$ cat config.mk
export PLATFORM = sky130hd
export DESIGN_NAME = lzwd_stack
export DESIGN_NICKNAME = d
export VERILOG_FILES = /design/src/rtl/lzwd_pkg.sv /design/src/rtl/lzwd_stack.sv
export SDC_FILE = /design/constraint.sdc
export NUM_CORES = 2
export LEC_CHECK = 0
export BUFFER_PORTS_ARGS = -buffer_cell sky130_fd_sc_hd__buf_2
export CORE_MARGIN = 2
export CORE_UTILIZATION = 60
export DETAILED_ROUTE_END_ITERATION = 7
export PLACE_DENSITY = 0.78
export REMOVE_ABC_BUFFERS = 1
export SETUP_SLACK_MARGIN = 0.1
export SLEW_MARGIN = 20
export SYNTH_ARGS = -nofsm -noshare
export SYNTH_HDL_FRONTEND = slang
export SYNTH_SLANG_ARGS = --single-unit
$ cat constraint.sdc
create_clock -name clk -period 3.6 [get_ports clk]
set_clock_uncertainty 0.05 [all_clocks]
set_input_delay 0.36 -clock clk [delete_from_list [all_inputs] [get_ports clk]]
set_output_delay 0.36 -clock clk [all_outputs]
set_load 0.02 [all_outputs]
$ cat src/rtl/lzwd_pkg.sv
// Package for the LZW code decoder.
// Holds the item types, fixed widths and the sequencer state type.
// No dependencies.
package lzwd_pkg;

    localparam int CODE_W     = 9;
    localparam int BYTE_W     = 8;
    localparam int CHUNK_W    = 64;
    localparam int COUNT_W    = 4;
    localparam int LANES      = CHUNK_W / BYTE_W;
    localparam int LITERALS   = 256;

    typedef struct packed {
        logic [CODE_W-1:0] code;
        logic              stream_start;
    } code_item_t;

    typedef struct packed {
        logic [CHUNK_W-1:0] chunk;
        logic [COUNT_W-1:0] byte_count;
        logic               last_chunk;
    } chunk_item_t;

    typedef enum logic [2:0] {
        ST_IDLE,
        ST_CHASE,
        ST_FETCH,
        ST_GATHER,
        ST_DELIVER
    } lzwd_state_t;

endpackage

$ cat src/rtl/lzwd_stack.sv
// Expansion stack of the LZW code decoder: reverses the bytes of one decoded string.
// One write port and one read port with registered read data.
// Depends on lzwd_pkg.
module lzwd_stack #(
    parameter int CODE_BITS = 9
) (
    input  logic                        clk,
    input  logic                        wr_en,
    input  logic [CODE_BITS-1:0]        wr_addr,
    input  logic [lzwd_pkg::BYTE_W-1:0] wr_data,
    input  logic [CODE_BITS-1:0]        rd_addr,
    output logic [lzwd_pkg::BYTE_W-1:0] rd_data
);

    localparam int DEPTH = (1 << CODE_BITS) - 255;

    logic [lzwd_pkg::BYTE_W-1:0] stack_mem [DEPTH];

    always_ff @(posedge clk)
    begin
        if (wr_en)
        begin
            stack_mem[wr_addr] <= wr_data;
        end
        rd_data <= stack_mem[rd_addr];
    end

endmodule

---- Word-level counts from Yosys, hierarchy flattened ----
Memories as Yosys holds them, arrays and structs flattened. A register that Yosys moved wholly into a read port is not among the register bits.
Index checks and enable logic that the tools add are counted.
cells by class
  multiplexer cells ....................... 2
operators by type and width
  operator          number
  2-to-1 mux 1 bit  2
storage, ports and cells
  input port bits ......................... 28
  RAM bits ................................ 2056
  flip-flop bits (word level) ............. 0
  memories kept ........................... 1
memory list
  memory     depth  width  read ports  clocked after memory_dff  write ports  line              source
  stack_mem  257    8      1           1                         1            lzwd_stack.sv:17  logic [lzwd_pkg::BYTE_W-1:0] stack_mem [DEPTH];

---- Depth between registers and ports, before layout ----
  depth in word-level cells ............... 2
  mapped depth ............................ 11
  mapped depth without buffers ............ 6

---- Least setup slack after synthesis ----
No wires, ideal clock.
  kind .................................... input to register
  from .................................... input port rd_addr[1]
  to ...................................... register rd_data[0] (netlist name), read port of stack_mem
  library setup time ...................... 0.122 ns
  data arrival time ....................... 2.500 ns
  stages .................................. 10
  path buffers ............................ 4
  setup slack ............................. 0.928 ns
  data required time ...................... 3.428 ns
  cell sequence ........................... buf_2 buf_2 clkbuf_1 buf_1 mux4_2 a22oi_1 nand2_1 a22oi_1 a41oi_1 o32a_1
RTL lines
  item                line              source
  start: declaration  lzwd_stack.sv:11  input logic [CODE_BITS-1:0] rd_addr,
  end: declaration    lzwd_stack.sv:12  output logic [lzwd_pkg::BYTE_W-1:0] rd_data

---- Worst setup path in the final report ----
  from .................................... input port wr_addr[6]
  to ...................................... memory stack_mem[184][4] (netlist name) (enable)
RTL lines
  item                line              source
  start: declaration  lzwd_stack.sv:9   input logic [CODE_BITS-1:0] wr_addr,
  end: declaration    lzwd_stack.sv:17
Straight into the memory's write port.

==> metrics.txt <==
status=complete, but fails checks; failing checks=negative hold slack; Layout area overhead=12.1%; largest net degree at the start of global routing=137; IO Port Bufs=35; Post-CTS Setup Inserts=0; Post-Layout Cell Count=between 5000 and 6000; pins over their slew limit=0; CP max stage cell=nor2_1; Via density=6.83; H-tree depth=4; Mapped Cells=between 3000 and 4000; Die Area=between 0.1 and 0.15 mm2; Final Net Count=between 4000 and 5000; average routed wire per standard cell=31.8 um; Yosys Warn Count=0; met3 wire len=21600 um; Worst Hold Class=input pin to flop; cells along the critical path=dlygate4sd3_1, buf_2, nor3b_1, nand3_1, buf_4, nor2_1; CTS Hold Bufs=6; Clock Root Buffer=clkbuf_16; Crit Path Class=input pin to flop; Seq. cell area=0.0619 mm2; layout cell share with drive strength beyond 1=25.5%; CP endpoint kind=flop; RD Place Congestion=approximately 0.92; WL met1=70500 um; Core Area=around 0.13 mm2; FF+latch count, synth=2064; Distinct cells, synth=37; CP max FO=13; die width=~370 um; initial antenna violation count=17; length of the first detailed-routing pass in iterations=6; WHS=-0.0288 ns; achievable frequency=roughly 0.31 GHz; I/O pin cnt=36; Max clock buf depth=3; Seq/Total Area, Yosys=between 70% and 80%; post-route ant nets=0; first-pass GRT wire length=275000 um; clk slew on worst S/H paths=approximately 0.060 ns; max_cap viols=0; Initial Utilization=60.5%; GRT Resource Usage Total=approximately 28%; largest area contributor in the netlist=edfxtp_1; row cnt=between 100 and 150; 1st-iter DRT viols=6346; WP data arrival=between 3 and 4 ns; die height=~370 um; Final setup viols=0; Fin. Hold Viols=27; static leakage=between 20 and 30 nW; maximum vdd drop=approximately 580 uV; clk_lat worst skew=around 0.85 ns; Final Core Density=roughly 68%; crit path launch type=input pin; Setup TNS=0 ns; Synth area leaders=edfxtp_1, mux4_2, mux2_2; total wire length=~190000 um; Synth top area share=just under 80%; RSZ-0062 raised after global routing=false; Pwr Density=547 mW/mm2; Post-Syn Area=just under 0.08 mm2; Top Metal Used=met5; CTS sink count=~2100; vias in the first global route=roughly 40000; cell family contributing the most delay on the critical path=simple AND/OR/NAND/NOR gates; Worst-Margin Slew=1.16 ns; Avg Cell Area, Syn=21.0 um2; Fill cells=about 8000; grt total ovfl=0; Final Cycle Share=around 89%; Cells after DPL=around 5600; slowest cell delay on critical path=about 0.73 ns; multi-input gate area in the final layout=about 0.017 mm2; WP data required=~4.0 ns; Vias=~40000; post-DP HPWL=between 100000 and 150000 um; PnR Total Power=around 49 mW; metal2 WL=between 90000 and 100000 um; TritonCTS clock tree=yes; post_cts resized=0; critical path buffer and inverter count=3; Slew Limit Headroom=between 20% and 30%; DR DRC count=0; CTS Buf Count=around 190; min Tclk post-route=roughly 3.2 ns
[power by group]
group / switching [mW] / total [mW] / internal, mW
clock network: 8.78 / 20.0 / 11.2
registers: 0.0342 / 26.5 / 26.5
logic: 1.45 / 2.28 / 0.828
total: 10.3 / 48.8 / 38.5
[state kept, by name, summed over array words and instances, names as in the netlist]
register,count
stack_mem,2056
rd_data,8
[placed cells by master (no fill, tap or decap), types with 10 or more instances in the layout]
| master | netlist | routed |
|---|---|---|
| bufinv_16 | 0 | 18 |
| nor2_1 | 287 | 286 |
| a211oi_1 | 32 | 32 |
| edfxtp_1 | 2056 | 2056 |
| nand2_1 | 96 | 96 |
| o221ai_1 | 16 | 16 |
| mux4_2 | 440 | 440 |
| buf_12 | 0 | 31 |
| a21oi_1 | 72 | 72 |
| mux2i_1 | 56 | 56 |
| clkinv_2 | 0 | 30 |
| buf_8 | 0 | 10 |
| nor3_1 | 33 | 33 |
| clkinv_1 | 1 | 49 |
| o31ai_1 | 24 | 24 |
| clkbuf_1 | 130 | 44 |
| clkbuf_16 | 0 | 193 |
| o22ai_1 | 88 | 88 |
| a41oi_1 | 16 | 16 |
| or3_1 | 16 | 16 |
| buf_2 | 56 | 23 |
| mux2_2 | 112 | 112 |
| buf_4 | 15 | 169 |
| nand3_1 | 12 | 10 |
| a22oi_1 | 128 | 128 |
[worst reg2reg max path: stages (launching register included)]
cell	delay, ns
edfxtp_1	0.37
mux4_2	0.46
a22oi_1	0.43
nand2_1	0.10
a22oi_1	0.57
a41oi_1	0.49
buf_4	0.27
o32a_1	0.29
[cell usage after synthesis (all sizes together)]
master and n:
and3 3, a211oi 32, or2 3, or3 16
nand3 12, mux4 440, clkbuf 130, or4 8
o32ai 8, nor3b 5, nand2b 7, mux2i 56
buf 97, and3b 5, nor4b 1, o21ai 8
nand2 96, and4 2, inv 2, a41oi 16
and2 1, o221ai 16, a21oi 72, a22oi 128
clkinv 1, nor3 33, o22ai 88, nor2b 10
o32a 8, nor2 287, edfxtp 2056, mux2 112
o31ai 24, dfxtp 8
[per-stage QoR]
step	area (um2)	worst slack [ns]
6_report	89100	0.398
5_1_grt	89100	0.335
4_1_cts	89100	0.506
3_5_place_dp	82900	0.00380
3_3_place_gp	82900	0.0425
2_1_floorplan	78500	0.666
[logic make-up after synthesis]
kind of cell           count (synthesis)  synth area share, %
DFF                                 2064                 77.8
buffers and inverters                230                 1.31
and+or+nand+nor                      489                 2.62
muxes                                608                 14.8
AOI/OAI and AO/OA                    400                 3.47
[layout make-up]
class,instances,share of cell area (%)
Sequential cell,2064,69.4
Multi-Input combinational cell,1497,18.6
Clock buffer,239,5.63
Timing Repair Buffer,239,2.48
Tap cell,1755,2.46
Clock inverter,118,1.32
Antenna cell,7,0.0197
Inverter,3,0.0126
[metal layers]
metal	track usage, %	up-vias
met4	9.07	16
met5	0	-
met2	43.4	2757
li1	-	16300
met1	40.5	21000
met3	6.42	393
[final timing paths]
kind / cells after the start / slack, ns / startpoint / endpoint
worst min-delay path: 1 / -0.03 / wr_data[7] / stack_mem[197][7]
worst max register to register: 7 / 0.46 / stack_mem[24][0] / rd_data[0]
worst min register to register: 1 / 0.43 / stack_mem[256][3] / rd_data[3]
worst max-delay path: 6 / 0.40 / wr_addr[6] / stack_mem[184][4]
No activity file was read; power rests on OpenSTA's default activity.
